<file path="src/sv/imu_fp_pkg.sv">
// ============================================================================
// imu_fp_pkg
// Shared types and constants for the inertial sensor frame parser.
// ============================================================================
package imu_fp_pkg;

    // frame layout
    localparam logic [7:0] HDR_BYTE   = 8'h55;
    localparam logic [7:0] TYPE_ACC   = 8'h51;
    localparam logic [7:0] TYPE_RATE  = 8'h52;
    localparam logic [7:0] TYPE_ANGLE = 8'h53;
    localparam logic [3:0] POS_TYPE   = 4'd1;
    localparam logic [3:0] POS_FIRST  = 4'd2;
    localparam logic [3:0] POS_LAST   = 4'd10;

    // result kinds
    typedef enum logic [1:0] {
        KIND_ACC   = 2'd0,
        KIND_RATE  = 2'd1,
        KIND_ANGLE = 2'd2
    } imu_fp_kind_t;

    // field widths
    localparam int RAW_W  = 16;
    localparam int AXIS_W = 23;
    localparam int TEMP_W = 20;
    localparam int TQ_W   = 18;

    // scaling constants
    localparam logic signed [7:0]        RATE_MUL  = 8'sd125;
    localparam logic signed [7:0]        ANGLE_MUL = 8'sd45;
    // ceil(2^31 / 85): |raw| * 512 / 85 == (|raw| * TEMP_RECIP) >> 22
    localparam logic [24:0]              TEMP_RECIP = 25'd25264514;
    localparam int                       TEMP_SHIFT = 22;
    localparam logic signed [TEMP_W-1:0] TEMP_OFFSET = 20'sd74240;

    // decoded frame handed from front to back
    typedef struct packed {
        imu_fp_kind_t            kind;
        logic signed [RAW_W-1:0] raw_x;
        logic signed [RAW_W-1:0] raw_y;
        logic signed [RAW_W-1:0] raw_z;
        logic signed [RAW_W-1:0] raw_t;
    } imu_fp_frame_t;

endpackage

</file>
<file path="src/sv/imu_fp_front.sv">
// ============================================================================
// imu_fp_front
// Byte assembler: hunts for the header, collects the frame bytes and emits
// one decoded frame on the checksum byte when the type is known.
// ============================================================================
module imu_fp_front (
    input  logic                   clk,
    input  logic                   rst_n,
    input  logic                   accept,
    input  logic [7:0]             rx_byte,
    output logic                   push,
    output imu_fp_pkg::imu_fp_frame_t frame
);
    import imu_fp_pkg::*;

    logic [3:0] pos_reg;
    logic [3:0] pos_next;
    logic [7:0] type_reg;
    logic [7:0] data_reg [0:7];
    logic [3:0] data_off;
    logic       type_ok;
    imu_fp_kind_t kind;

    // position tracking, out-of-range positions behave as the hunt state
    always_comb
    begin
        pos_next = pos_reg;
        if (pos_reg == 4'd0 || pos_reg > POS_LAST)
        begin
            pos_next = (rx_byte == HDR_BYTE) ? POS_TYPE : 4'd0;
        end
        else if (pos_reg < POS_LAST)
        begin
            pos_next = pos_reg + 4'd1;
        end
        else
        begin
            pos_next = 4'd0;
        end
    end

    always_ff @(posedge clk or negedge rst_n)
    begin
        if (!rst_n)
        begin
            pos_reg <= 4'd0;
        end
        else if (accept)
        begin
            pos_reg <= pos_next;
        end
    end

    // frame byte capture
    assign data_off = pos_reg - POS_FIRST;

    always_ff @(posedge clk)
    begin
        if (accept && pos_reg == POS_TYPE)
        begin
            type_reg <= rx_byte;
        end
        if (accept && pos_reg >= POS_FIRST && pos_reg < POS_LAST)
        begin
            data_reg[data_off[2:0]] <= rx_byte;
        end
    end

    // type decode
    always_comb
    begin
        type_ok = 1'b1;
        case (type_reg)
            TYPE_ACC:   kind = KIND_ACC;
            TYPE_RATE:  kind = KIND_RATE;
            TYPE_ANGLE: kind = KIND_ANGLE;
            default:
            begin
                kind    = KIND_ACC;
                type_ok = 1'b0;
            end
        endcase
    end

    // checksum byte closes the frame
    assign push        = accept && pos_reg == POS_LAST && type_ok;
    assign frame.kind  = kind;
    assign frame.raw_x = {data_reg[1], data_reg[0]};
    assign frame.raw_y = {data_reg[3], data_reg[2]};
    assign frame.raw_z = {data_reg[5], data_reg[4]};
    assign frame.raw_t = {data_reg[7], data_reg[6]};

endmodule

</file>
<file path="src/sv/imu_fp_queue.sv">
// ============================================================================
// imu_fp_queue
// Two-entry queue of decoded frames between the assembler and the scaler.
// ============================================================================
module imu_fp_queue (
    input  logic                      clk,
    input  logic                      rst_n,
    input  logic                      push,
    input  imu_fp_pkg::imu_fp_frame_t wr_frame,
    output logic                      full,
    output logic                      rd_valid,
    input  logic                      pop,
    output imu_fp_pkg::imu_fp_frame_t rd_frame
);
    import imu_fp_pkg::*;

    imu_fp_frame_t entry_reg [0:1];
    logic          wr_ptr_reg;
    logic          rd_ptr_reg;
    logic [1:0]    count_reg;
    logic          do_pop;

    assign full     = count_reg == 2'd2;
    assign rd_valid = count_reg != 2'd0;
    assign do_pop   = pop && rd_valid;
    assign rd_frame = entry_reg[rd_ptr_reg];

    // storage
    always_ff @(posedge clk)
    begin
        if (push)
        begin
            entry_reg[wr_ptr_reg] <= wr_frame;
        end
    end

    // pointers and fill count
    always_ff @(posedge clk or negedge rst_n)
    begin
        if (!rst_n)
        begin
            wr_ptr_reg <= 1'b0;
            rd_ptr_reg <= 1'b0;
            count_reg  <= 2'd0;
        end
        else
        begin
            if (push)
            begin
                wr_ptr_reg <= ~wr_ptr_reg;
            end
            if (do_pop)
            begin
                rd_ptr_reg <= ~rd_ptr_reg;
            end
            if (push && !do_pop)
            begin
                count_reg <= count_reg + 2'd1;
            end
            else if (do_pop && !push)
            begin
                count_reg <= count_reg - 2'd1;
            end
        end
    end

endmodule

</file>
<file path="src/sv/imu_fp_back.sv">
// ============================================================================
// imu_fp_back
// Scaler: two-stage pipeline turning raw words into fixed point values,
// with the result held in the output register until taken.
// ============================================================================
module imu_fp_back (
    input  logic                              clk,
    input  logic                              rst_n,
    input  logic                              in_valid,
    input  imu_fp_pkg::imu_fp_frame_t         in_frame,
    output logic                              in_ready,
    output logic                              out_valid,
    input  logic                              out_ready,
    output imu_fp_pkg::imu_fp_kind_t          out_kind,
    output logic signed [imu_fp_pkg::AXIS_W-1:0] out_x,
    output logic signed [imu_fp_pkg::AXIS_W-1:0] out_y,
    output logic signed [imu_fp_pkg::AXIS_W-1:0] out_z,
    output logic signed [imu_fp_pkg::TEMP_W-1:0] out_temp
);
    import imu_fp_pkg::*;

    // raw word times the kind's multiplier (angle still needs its /4)
    function automatic logic signed [AXIS_W-1:0] axis_mul(
        input imu_fp_kind_t            k,
        input logic signed [RAW_W-1:0] raw
    );
        logic signed [RAW_W+7:0] prod;
        begin
            case (k)
                KIND_RATE:  prod = raw * RATE_MUL;
                KIND_ANGLE: prod = raw * ANGLE_MUL;
                default:    prod = (RAW_W+8)'(raw);
            endcase
            axis_mul = prod[AXIS_W-1:0];
        end
    endfunction

    logic                     s1_valid_reg;
    imu_fp_kind_t             s1_kind_reg;
    logic signed [AXIS_W-1:0] s1_x_reg;
    logic signed [AXIS_W-1:0] s1_y_reg;
    logic signed [AXIS_W-1:0] s1_z_reg;
    logic [TQ_W-1:0]          s1_tq_reg;
    logic                     s1_tneg_reg;

    logic                     out_valid_reg;
    imu_fp_kind_t             out_kind_reg;
    logic signed [AXIS_W-1:0] out_x_reg;
    logic signed [AXIS_W-1:0] out_y_reg;
    logic signed [AXIS_W-1:0] out_z_reg;
    logic signed [TEMP_W-1:0] out_temp_reg;

    logic                     adv2;
    logic                     adv1;
    logic [RAW_W-1:0]         t_mag;
    logic [RAW_W+24:0]        t_prod;
    logic signed [TEMP_W-1:0] t_q;
    logic signed [TEMP_W-1:0] t_signed;

    // pipeline advance
    assign adv2     = !out_valid_reg || out_ready;
    assign adv1     = !s1_valid_reg || adv2;
    assign in_ready = adv1;

    // temperature magnitude times reciprocal of 85
    assign t_mag  = in_frame.raw_t[RAW_W-1] ? (~in_frame.raw_t + 16'd1) : in_frame.raw_t;
    assign t_prod = t_mag * TEMP_RECIP;

    // stage 1: multiplies
    always_ff @(posedge clk or negedge rst_n)
    begin
        if (!rst_n)
        begin
            s1_valid_reg <= 1'b0;
        end
        else if (adv1)
        begin
            s1_valid_reg <= in_valid;
        end
    end

    always_ff @(posedge clk)
    begin
        if (adv1 && in_valid)
        begin
            s1_kind_reg <= in_frame.kind;
            s1_x_reg    <= axis_mul(in_frame.kind, in_frame.raw_x);
            s1_y_reg    <= axis_mul(in_frame.kind, in_frame.raw_y);
            s1_z_reg    <= axis_mul(in_frame.kind, in_frame.raw_z);
            s1_tq_reg   <= t_prod[TEMP_SHIFT+TQ_W-1:TEMP_SHIFT];
            s1_tneg_reg <= in_frame.raw_t[RAW_W-1];
        end
    end

    // stage 2: angle floor, temperature sign and offset
    assign t_q      = {{(TEMP_W-TQ_W){1'b0}}, s1_tq_reg};
    assign t_signed = (s1_tneg_reg ? -t_q : t_q) + TEMP_OFFSET;

    always_ff @(posedge clk or negedge rst_n)
    begin
        if (!rst_n)
        begin
            out_valid_reg <= 1'b0;
        end
        else if (adv2)
        begin
            out_valid_reg <= s1_valid_reg;
        end
    end

    always_ff @(posedge clk)
    begin
        if (adv2 && s1_valid_reg)
        begin
            out_kind_reg <= s1_kind_reg;
            if (s1_kind_reg == KIND_ANGLE)
            begin
                out_x_reg <= s1_x_reg >>> 2;
                out_y_reg <= s1_y_reg >>> 2;
                out_z_reg <= s1_z_reg >>> 2;
            end
            else
            begin
                out_x_reg <= s1_x_reg;
                out_y_reg <= s1_y_reg;
                out_z_reg <= s1_z_reg;
            end
            out_temp_reg <= t_signed;
        end
    end

    assign out_valid = out_valid_reg;
    assign out_kind  = out_kind_reg;
    assign out_x     = out_x_reg;
    assign out_y     = out_y_reg;
    assign out_z     = out_z_reg;
    assign out_temp  = out_temp_reg;

endmodule

</file>
<file path="src/sv/imu_frame_parser.sv">
// ============================================================================
// imu_frame_parser
// Parser for 11-byte inertial sensor UART frames, fixed point results.
// ============================================================================
// Usage:
//   s_* carries received serial bytes, one item per byte. The parser waits
//   for the 0x55 header, collects type, four little-endian words and the
//   checksum (not checked). A frame of type 0x51, 0x52 or 0x53 gives one
//   item on m_*: m_tuser holds the kind, m_tdata the x, y, z values and the
//   temperature, all signed with 11 fraction bits. Other types give nothing.
// Throughput: one byte per cycle while the frame queue is not full.
// Path: after the checksum byte is taken, the result passes the queue
//   entry, the multiply stage and the output register.
// Stalls: the result is held in the output register until m_tready; the
//   scaler pipeline and a two-entry frame queue absorb the stall, and
//   s_tready drops only while that queue is full.
// Reset: position returns to header hunt, queue and pipeline empty. The
//   frame bytes are not cleared, every byte is written before use.
// ============================================================================
module imu_frame_parser (
    input  logic        clk,
    input  logic        rst_n,
    input  logic        s_tvalid,
    output logic        s_tready,
    input  logic [7:0]  s_tdata,   // [7:0] rx_byte
    output logic        m_tvalid,
    input  logic        m_tready,
    output logic [95:0] m_tdata,   // [22:0] axis_x, [45:23] axis_y, [68:46] axis_z,
                                   // [88:69] temperature, [95:89] zero
    output logic [1:0]  m_tuser    // [1:0] kind
);
    import imu_fp_pkg::*;

    logic                     accept;
    logic                     push;
    logic                     q_full;
    logic                     q_valid;
    logic                     q_pop;
    imu_fp_frame_t            front_frame;
    imu_fp_frame_t            q_frame;
    imu_fp_kind_t             out_kind;
    logic signed [AXIS_W-1:0] out_x;
    logic signed [AXIS_W-1:0] out_y;
    logic signed [AXIS_W-1:0] out_z;
    logic signed [TEMP_W-1:0] out_temp;

    assign s_tready = !q_full;
    assign accept   = s_tvalid && s_tready;

    // byte assembler
    imu_fp_front u_front (
        .clk     (clk),
        .rst_n   (rst_n),
        .accept  (accept),
        .rx_byte (s_tdata),
        .push    (push),
        .frame   (front_frame)
    );

    // frame queue
    imu_fp_queue u_queue (
        .clk      (clk),
        .rst_n    (rst_n),
        .push     (push),
        .wr_frame (front_frame),
        .full     (q_full),
        .rd_valid (q_valid),
        .pop      (q_pop),
        .rd_frame (q_frame)
    );

    // scaler
    imu_fp_back u_back (
        .clk       (clk),
        .rst_n     (rst_n),
        .in_valid  (q_valid),
        .in_frame  (q_frame),
        .in_ready  (q_pop),
        .out_valid (m_tvalid),
        .out_ready (m_tready),
        .out_kind  (out_kind),
        .out_x     (out_x),
        .out_y     (out_y),
        .out_z     (out_z),
        .out_temp  (out_temp)
    );

    // output packing
    assign m_tuser = out_kind;
    assign m_tdata = {7'd0, out_temp, out_z, out_y, out_x};

endmodule

</file>
<file path="config.mk">
export PLATFORM = sky130hd
export DESIGN_NAME = imu_frame_parser
export DESIGN_NICKNAME = d
export VERILOG_FILES = /design/src/sv/imu_fp_pkg.sv /design/src/sv/imu_fp_front.sv /design/src/sv/imu_fp_queue.sv /design/src/sv/imu_fp_back.sv /design/src/sv/imu_frame_parser.sv
export SDC_FILE = /design/constraint.sdc
export NUM_CORES = 1
export LEC_CHECK = 0
export ABC_AREA = 1
export CORE_UTILIZATION = 40
export DETAILED_ROUTE_END_ITERATION = 10
export DONT_BUFFER_PORTS = 1
export HOLD_SLACK_MARGIN = 0.06
export PLACE_DENSITY = 0.53
export SLEW_MARGIN = 20
export SYNTH_ARGS = -nofsm -noshare
export SYNTH_HDL_FRONTEND = slang
export SYNTH_HIERARCHICAL = 1
export SYNTH_SLANG_ARGS = --single-unit
</file>
<file path="constraint.sdc">
create_clock -name clk -period 6.7 [get_ports clk]
set_input_delay 0.335 -clock clk [delete_from_list [all_inputs] [get_ports clk]]
set_output_delay 0.335 -clock clk [all_outputs]
set_load 0.01 [all_outputs]
</file>
==> results.yml, run 1 <==
sta:
  setup_ws_ns: 0.402
  whs_ns: 0.134
  slew_headroom: 0.277
  finalCriticalPeriod_ns: 6.30
  max_freq_ghz: 0.159
  rsz0062_at_grt: "false"
  setup_viol: 0
  worst_pin_slew_ns: 1.08
  fin_crit_sh: 0.940
  fin_setup_tns_ns: 0
  clock-skew-final_ns: 0.0269
  hold_viol: 0
  final_max_slew_viol_count: 0
cells_and_area:
  fin_nets: 4525
  final-seq-area_um2: 11800
  largest_reg_flops: 132
  stdcell_count: 5006
  multi_input_area_um2: 20200
  synthToLayoutAreaGrowth_pct: 9.00
  final_layout_size_suffix_gt1_frac: 0.0588
  n_fill_cell: 8372
synth:
  synth_area_um2: 34800
  syn_area_per_cell_um2: 9.20
  synth_top_area_share: 0.332
  synth_enable_flop_cells: 385
  yosysSeqAreaShare: 0.340
  synth-main-ff-cell: "edfxtp_1"
  ys_top_cells_by_area: "edfxtp_1, fa_1, ha_1, nand2_1, inv_1"
  ys_types: 61
  ys_ff_latch: 395
  synth_top_cell_by_area: "edfxtp_1"
  synthArstFlopShare: 0.0253
  syn_inst: 3782
  ys_warn_count: 6
drt:
  drtPass1Iterations: 6
  wire_per_inst_um: 17.3
  vias: 24800
  drt_iter0_markers: 1524
  ant_nets: 0
  avgViaCountPerCell: 4.95
  drc_errors: 0
  totalWireLength_um: 86600
die:
  die_y_um: 297
  core_um2: 85700
  initial_utilization: 0.406
  die_x_um: 297
  rows: 107
  die_area_um2: 88200
  pin_count: 112
critical_path:
  critPathRequiredTime_ns: 7.04
  critical_path.top_delay_family: "adder cells"
  slowest_delay_ns: 0.60
  crit_buf_inv: 5
  path_max_fanout: 13
  crit_path_frequent_cell: "nand2_1"
  critPathKind: "reg -> reg"
  critPathCaptureType: "register"
  arrival_ns: 6.64
  crit_path_top_delay_cell: "fa_1"
  cp-start-kind: "register"
place:
  post-place-ws_ns: 0.223
  gp_congestion: 0.902
  hpwlAfterDp_um: 67600
  dpl.cell_count: 4908
  port_buffers: 0
clock_tree:
  cts-root-buf: "clkbuf_16"
  clkLatencyLatePin_ns: 0.60
  path_clk_slew_ns: 0.06
  cts_num_sinks: 395
  cts_tree: "done"
  cts_setup_buffers: 0
  cts_max_level: 2
  clock_path_buffers: 3
  numCtsBuffers: 47
status:
  status: "complete, no violations"
hold_path:
  hold_path_class: "in -> reg"
flow_run:
  drv_cap: 0
global_routing:
  grt-ovfl-total: 0
  grt_pass1_wl_um: 140000
  antenna_found_initial: 2
  grt.total_usage: 0.200
  grt_max_degree: 72
  grt_pass1_vias: 25200
## cell type report
cell class | count | share of cell area
flip-flops and latches | 395 | 0.312
clock buffers | 57 | 0.0320
clock inverters | 28 | 0.00779
well taps | 1144 | 0.0378
diodes | 3 | 0.000198
multi-input cells | 2662 | 0.533
repair buffers | 53 | 0.0117
inverters | 664 | 0.0659
## cells in the final DEF, fill, tap and decap left out, types with 12 or more instances in the layout
cell type,n
o21ai_0,131
o21ai_1,14
nand2_2,18
buf_4,40
nand2_1,964
ha_1,396
nor3_1,18
nor2_1,180
a21o_1,17
a21oi_1,186
inv_2,12
nand3_1,152
nand4_1,28
fa_1,292
a31oi_1,31
xnor2_1,16
nand3b_1,21
o21bai_1,14
edfxtp_1,385
nor4_1,12
inv_1,648
xor2_1,41
or2_2,18
clkbuf_16,47
## kinds of logic (layout without fill, tap and decap cells)
logic type	count (synthesis)	after routing	synth area share
buffers and inverters	731	802	0.0822
adder cells (fa/ha/maj)	690	690	0.311
AO/OA/AOI/OAI	440	440	0.0714
XOR/XNOR	60	60	0.0155
AND/OR/NAND/NOR	1465	1465	0.180
flip-flops	395	395	0.340
other	1	10	0.000108
## metal layers
| metal | vias up | wire length (um) | global-route usage | share of wire |
|---|---|---|---|---|
| met1 | 11900 | 41900 | 0.287 | 0.48 |
| met4 | 0 | 1540 | 0.0404 | 0.018 |
| met5 | - | 0 | 0 | 0 |
| met3 | 86 | 3590 | 0.0227 | 0.041 |
| met2 | 474 | 39600 | 0.326 | 0.46 |
| li1 | 12400 | - | - | - |
## tightest hold or removal path: cells and delay by family
family / cells / cell delay, ns
AND/OR/NAND/NOR: 1 / 0.11
buffers and inverters: 1 / 0.06
AO/OA/AOI/OAI: 1 / 0.16
## per-stage QoR
stage	cell area (um2)	util
floorplan	34800	-
global placement	36200	0.423
detailed placement	36200	0.423
CTS	37900	0.442
global route	37900	0.442
finish	37900	0.443
## path summary, 6_finish.rpt
kind,depth (start not counted),slack [ns],to,from
max in group asynchronous,1,6.15,u_queue/rd_ptr_reg$_DFFE_PN0P_,rst_n
hold / removal,3,0.13,u_front/pos_reg[2]$_DFFE_PN0P_,s_tvalid
setup reg to reg,31,0.40,u_back/s1_tq_reg[17]$_DFFE_PP_,u_queue/rd_ptr_reg$_DFFE_PN0P_
hold reg to reg,0,0.41,u_queue/entry_reg[0][40]$_DFFE_PP_,u_front/data_reg[3][0]$_DFFE_PP_
min in group asynchronous,1,0.16,u_back/out_valid$_DFFE_PN0P_,rst_n
setup / recovery,31,0.40,u_back/s1_tq_reg[17]$_DFFE_PP_,u_queue/rd_ptr_reg$_DFFE_PN0P_
## what timing repair did
action,CTS,global route
endpoints found under the setup margin,0,13
hold endpoints to repair,85,0
hold buffers,10,0
resized for setup,0,11
## synthesized netlist by cell type, drive strengths merged (2+ instances only)
cell    count
nand3     157
a31oi      31
nor2      196
nand4      30
nor3       28
xor2       43
clkbuf     32
o21a       11
dfrtp      10
nand2     990
xnor2      17
a21boi      6
ha        398
o31ai       3
a21oi     192
and3        4
a21o       17
nand3b     21
o21ai     155
buf        35
edfxtp    385
nor4       13
inv       663
o21bai     16
or2        24
fa        292
a211oi      2
Power of run 1 is left out: the tool's default activity adds up to more than one toggle a clock period on the data nets, which glitch-free logic cannot reach.
==> run 2, diff against run 1 <==
--- a/config.mk
+++ b/config.mk
@@ -11,6 +11,7 @@
 export DONT_BUFFER_PORTS = 1
 export HOLD_SLACK_MARGIN = 0.06
 export PLACE_DENSITY = 0.53
+export SETUP_SLACK_MARGIN = 0.5
 export SLEW_MARGIN = 20
 export SYNTH_ARGS = -nofsm -noshare
 export SYNTH_HDL_FRONTEND = slang
==> results.yml, run 2 (synthesis gave the netlist of run 1 again) <==
cells_and_area:
  largest_reg_flops: 132
  fin_util: 0.447
  final_cell_mix: "nand2_1, inv_1, ha_1"
  final_layout_size_suffix_gt1_frac: 0.0712
  mostFrequentLayoutCell: "nand2_1"
  fin_nets: 4544
  synthToLayoutAreaGrowth_pct: 10.1
drt:
  drc_errors: 0
  vias: 24800
  totalWireLength_um: 87400
  ant_nets: 0
  wire_per_inst_um: 17.4
  avgViaCountPerCell: 4.94
  drtPass1Iterations: 5
  drt_iter0_markers: 1561
sta:
  hold_viol: 0
  worst_pin_slew_ns: 1.10
  setup_viol: 0
  fin_setup_tns_ns: 0
  setup_ws_ns: 0.763
  slew_headroom: 0.266
  fin_crit_sh: 0.886
  rsz0062_at_grt: "false"
  max_freq_ghz: 0.168
  final_max_slew_viol_count: 0
  clock-skew-final_ns: 0.0267
  finalCriticalPeriod_ns: 5.94
die:
  rows: 107
  initial_utilization: 0.406
  core_um2: 85700
  die_x_um: 297
  pin_count: 112
  die_area_um2: 88200
  die_y_um: 297
critical_path:
  slowest_delay_ns: 0.56
  crit_path_frequent_cell: "nand2_1"
  critPathKind: "reg -> reg"
  critPathRequiredTime_ns: 7.04
  arrival_ns: 6.28
  path_max_fanout: 8
  crit_path_top_delay_cell: "fa_2"
  critPathCaptureType: "register"
  cp-start-kind: "register"
clock_tree:
  path_clk_slew_ns: 0.06
  clock_path_buffers: 3
  cts-root-buf: "clkbuf_16"
  numCtsBuffers: 47
  clkLatencyLatePin_ns: 0.60
  cts_num_sinks: 395
  cts_max_level: 2
  cts_tree: "done"
hold_path:
  hold_path_class: "in -> reg"
global_routing:
  grt-ovfl-total: 0
  antenna_found_initial: 2
  grt_pass1_wl_um: 140000
  grt.total_usage: 0.200
  grt_pass1_vias: 25200
  grt_max_degree: 72
place:
  gp_congestion: 0.902
  hpwlAfterDp_um: 67600
  post-place-ws_ns: 0.223
  port_buffers: 0
flow_run:
  drv_cap: 0
status:
  status: "complete, no violations"
run 2: cell count changes in the layout (fill, tap and decap cells not counted), sizes merged:
cell	delta
buf	+17
clkbuf	+2
run 2: worst max-delay path, delay by kind of cell (launching register included):
| kind | cells | cell delay (ns) |
|---|---|---|
| fa+ha+maj | 7 | 2.66 |
| simple gates | 16 | 1.64 |
| buf+inv | 7 | 0.85 |
| flops | 1 | 0.51 |
run 2: final cells by class:
| cell class | instances | area [um2] |
|---|---|---|
| Antenna cell | 3 | 7.51 |
| Clock buffer | 57 | 1210 |
| Clock inverter | 28 | 295 |
| Fill cell | 8346 | 47400 |
| Inverter | 664 | 2500 |
| Multi-Input combinational cell | 2662 | 20400 |
| Sequential cell | 395 | 11800 |
| Tap cell | 1144 | 1430 |
| Timing Repair Buffer | 72 | 661 |
run 2: what timing repair did:
| item | 4_1_cts | 5_1_grt |
|---|---|---|
| resized for setup | 10 | 54 |
| cloned | 0 | 2 |
| buffers inserted | 1 | 16 |
| setup endpoints to repair | 14 | 18 |
| endpoints found under the hold margin | 85 | 0 |
| hold buffers | 10 | 0 |
| pin swaps | 3 | 13 |
run 2: worst paths after layout:
| kind | startpoint | to | slack (ns) | cells past startpoint |
|---|---|---|---|---|
| worst max-delay path | u_queue/rd_ptr_reg$_DFFE_PN0P_ | u_back/s1_tq_reg[17]$_DFFE_PP_ | 0.76 | 30 |
| worst min-delay path | s_tvalid | u_front/pos_reg[2]$_DFFE_PN0P_ | 0.13 | 3 |
| worst max register to register | u_queue/rd_ptr_reg$_DFFE_PN0P_ | u_back/s1_tq_reg[17]$_DFFE_PP_ | 0.76 | 30 |
| worst min register to register | u_front/data_reg[3][0]$_DFFE_PP_ | u_queue/entry_reg[0][40]$_DFFE_PP_ | 0.41 | 0 |
| max in group asynchronous | rst_n | u_queue/rd_ptr_reg$_DFFE_PN0P_ | 6.15 | 1 |
| min in group asynchronous | rst_n | u_back/out_valid$_DFFE_PN0P_ | 0.16 | 1 |
run 2: routing by layer:
metal,vias to the layer above,GRT usage,part of all wire
li1,12400,-,-
met1,11900,0.287,0.48
met2,451,0.326,0.46
met3,82,0.0227,0.039
met4,0,0.0404,0.017
met5,-,0,0
run 2: metrics by stage:
stage               cell area (um2)  hold slack (ns)  cells
finish                        38300            0.130   5025
global route                  38300            0.138   5023
CTS                           37900            0.109   5004
detailed placement            36200           0.0413   4908
global placement              36200           0.0415   4908
floorplan                     34800           0.0394   3788
Power of run 2 is left out for the same reason.
==> run 3, diff against run 2 <==
--- a/config.mk
+++ b/config.mk
@@ -7,6 +7,7 @@
 export LEC_CHECK = 0
 export ABC_AREA = 1
 export CORE_UTILIZATION = 40
+export CTS_BUF_LIST = sky130_fd_sc_hd__clkbuf_8
 export DETAILED_ROUTE_END_ITERATION = 10
 export DONT_BUFFER_PORTS = 1
 export HOLD_SLACK_MARGIN = 0.06
==> results.yml, run 3 (synthesis gave the netlist of run 1 again) <==
flow_run:
  drv_cap: 0
die:
  core_um2: 85700
  rows: 107
  pin_count: 112
  die_x_um: 297
  die_area_um2: 88200
  die_y_um: 297
  initial_utilization: 0.406
clock_tree:
  clkLatencyLatePin_ns: 0.67
  cts_num_sinks: 395
  numCtsBuffers: 71
  cts_tree: "done"
  path_clk_slew_ns: 0.07
  cts-root-buf: "clkbuf_8"
  cts_max_level: 3
  clock_path_buffers: 3
sta:
  worst_pin_slew_ns: 1.08
  rsz0062_at_grt: "true"
  fin_crit_sh: 0.884
  setup_viol: 0
  clock-skew-final_ns: 0.0750
  max_freq_ghz: 0.169
  finalCriticalPeriod_ns: 5.92
  slew_headroom: 0.278
  hold_viol: 0
  fin_setup_tns_ns: 0
  final_max_slew_viol_count: 0
drt:
  ant_nets: 0
  drtPass1Iterations: 5
  drc_errors: 0
  vias: 24900
  drt_iter0_markers: 1452
  avgViaCountPerCell: 4.93
  totalWireLength_um: 87200
  wire_per_inst_um: 17.2
cells_and_area:
  mostFrequentLayoutCell: "nand2_1"
  fin_nets: 4562
  largest_reg_flops: 132
  synthToLayoutAreaGrowth_pct: 9.52
  final_cell_mix: "nand2_1, inv_1, ha_1"
  n_fill_cell: 8397
  final_layout_size_suffix_gt1_frac: 0.0748
global_routing:
  use_met3: 0.0296
  antenna_found_initial: 5
  grt.total_usage: 0.202
  use_met2: 0.326
  grt.busiest_layer: "met2"
  grt_use_met1: 0.285
  grt_pass1_vias: 25500
  grt-ovfl-total: 0
  grt_pass1_wl_um: 140000
  grt_max_degree: 72
critical_path:
  critPathRequiredTime_ns: 7.12
  cp-start-kind: "register"
  path_max_fanout: 12
  critPathCaptureType: "register"
  reg2regPathDepth: 26
  arrival_ns: 6.35
  critPathKind: "reg -> reg"
place:
  port_buffers: 0
  hpwlAfterDp_um: 67600
  gp_congestion: 0.902
status:
  status: "complete, no violations"
hold_path:
  hold_path_class: "in -> async"
run 3: cell count changes in the layout (fill, tap and decap cells not counted), sizes merged:
| cell | before | now |
|---|---|---|
| buf | 60 | 55 |
| diode | 3 | 4 |
| dlygate4sd3 | 10 | 11 |
| clkbuf | 59 | 71 |
| inv | 668 | 684 |
| bufinv | 3 | 7 |
| clkinv | 19 | 26 |
| clkinvlp | 2 | 5 |
run 3: repair_timing:
item,CTS,global route
hold endpoints to repair,87,0
hold buffers,11,0
gates cloned,0,0
setup buffers,1,11
setup endpoints to repair,13,18
pin swaps,2,11
gates resized for setup,10,33
run 3: final cells by class:
type | count | area, um2 | share of cell area
antenna | 4 | 10.0 | 0.000263
clock buffer | 71 | 977 | 0.0256
clock inverter | 58 | 483 | 0.0127
inverter | 664 | 2500 | 0.0657
multi-input combinational | 2662 | 20300 | 0.533
sequential | 395 | 11800 | 0.310
tap | 1144 | 1430 | 0.0376
timing repair buffer | 66 | 558 | 0.0146
run 3: critical path, cell delays in order, from the launching register on:
cell and delay [ns]:
dfrtp_2 0.49, buf_8 0.18, nand2_1 0.05, nand2_1 0.10, nor2_2 0.12, nand3_1 0.10
nor2_2 0.11, nand3_1 0.10, or3_4 0.37, nor4_2 0.14, buf_4 0.15, ha_1 0.23
ha_1 0.22, inv_1 0.07, fa_1 0.43, fa_2 0.46, buf_4 0.15, fa_1 0.52
inv_1 0.04, ha_1 0.29, ha_1 0.37, a21o_1 0.20, a21boi_0 0.26, nor2_1 0.07
a211oi_1 0.21, nand2_2 0.11, xor2_1 0.14
run 3: path summary, 6_finish.rpt:
kind | end | slack (ns) | start
worst max-delay path | u_back/s1_tq_reg[16]$_DFFE_PP_ | 0.78 | u_queue/rd_ptr_reg$_DFFE_PN0P_
worst min-delay path | u_back/out_valid$_DFFE_PN0P_ | 0.10 | rst_n
worst max register to register | u_back/s1_tq_reg[16]$_DFFE_PP_ | 0.78 | u_queue/rd_ptr_reg$_DFFE_PN0P_
worst min register to register | u_queue/entry_reg[0][41]$_DFFE_PP_ | 0.38 | u_front/data_reg[3][1]$_DFFE_PP_
max in group asynchronous | u_queue/rd_ptr_reg$_DFFE_PN0P_ | 6.21 | rst_n
min in group clk | u_queue/entry_reg[0][41]$_DFFE_PP_ | 0.38 | u_front/data_reg[3][1]$_DFFE_PP_
run 3: per-stage QoR:
step | setup WS, ns | area (um2) | utilization | cells | hold slack (ns)
floorplan | 0.571 | 34800 | - | 3788 | 0.0394
global placement | 0.297 | 36200 | 0.423 | 4908 | 0.0415
detailed placement | 0.223 | 36200 | 0.423 | 4908 | 0.0413
CTS | 0.534 | 37900 | 0.442 | 5049 | 0.0922
global route | 0.413 | 38100 | 0.445 | 5063 | 0.111
finish | 0.779 | 38100 | 0.445 | 5064 | 0.102
run 3: metal layers:
metal,up-vias,routed length [um],share of wire
met5,-,13,0.00015
met1,11900,42000,0.48
met4,2,1520,0.017
li1,12400,-,-
met2,482,39900,0.46
met3,99,3710,0.043
Power of run 3 is left out for the same reason.
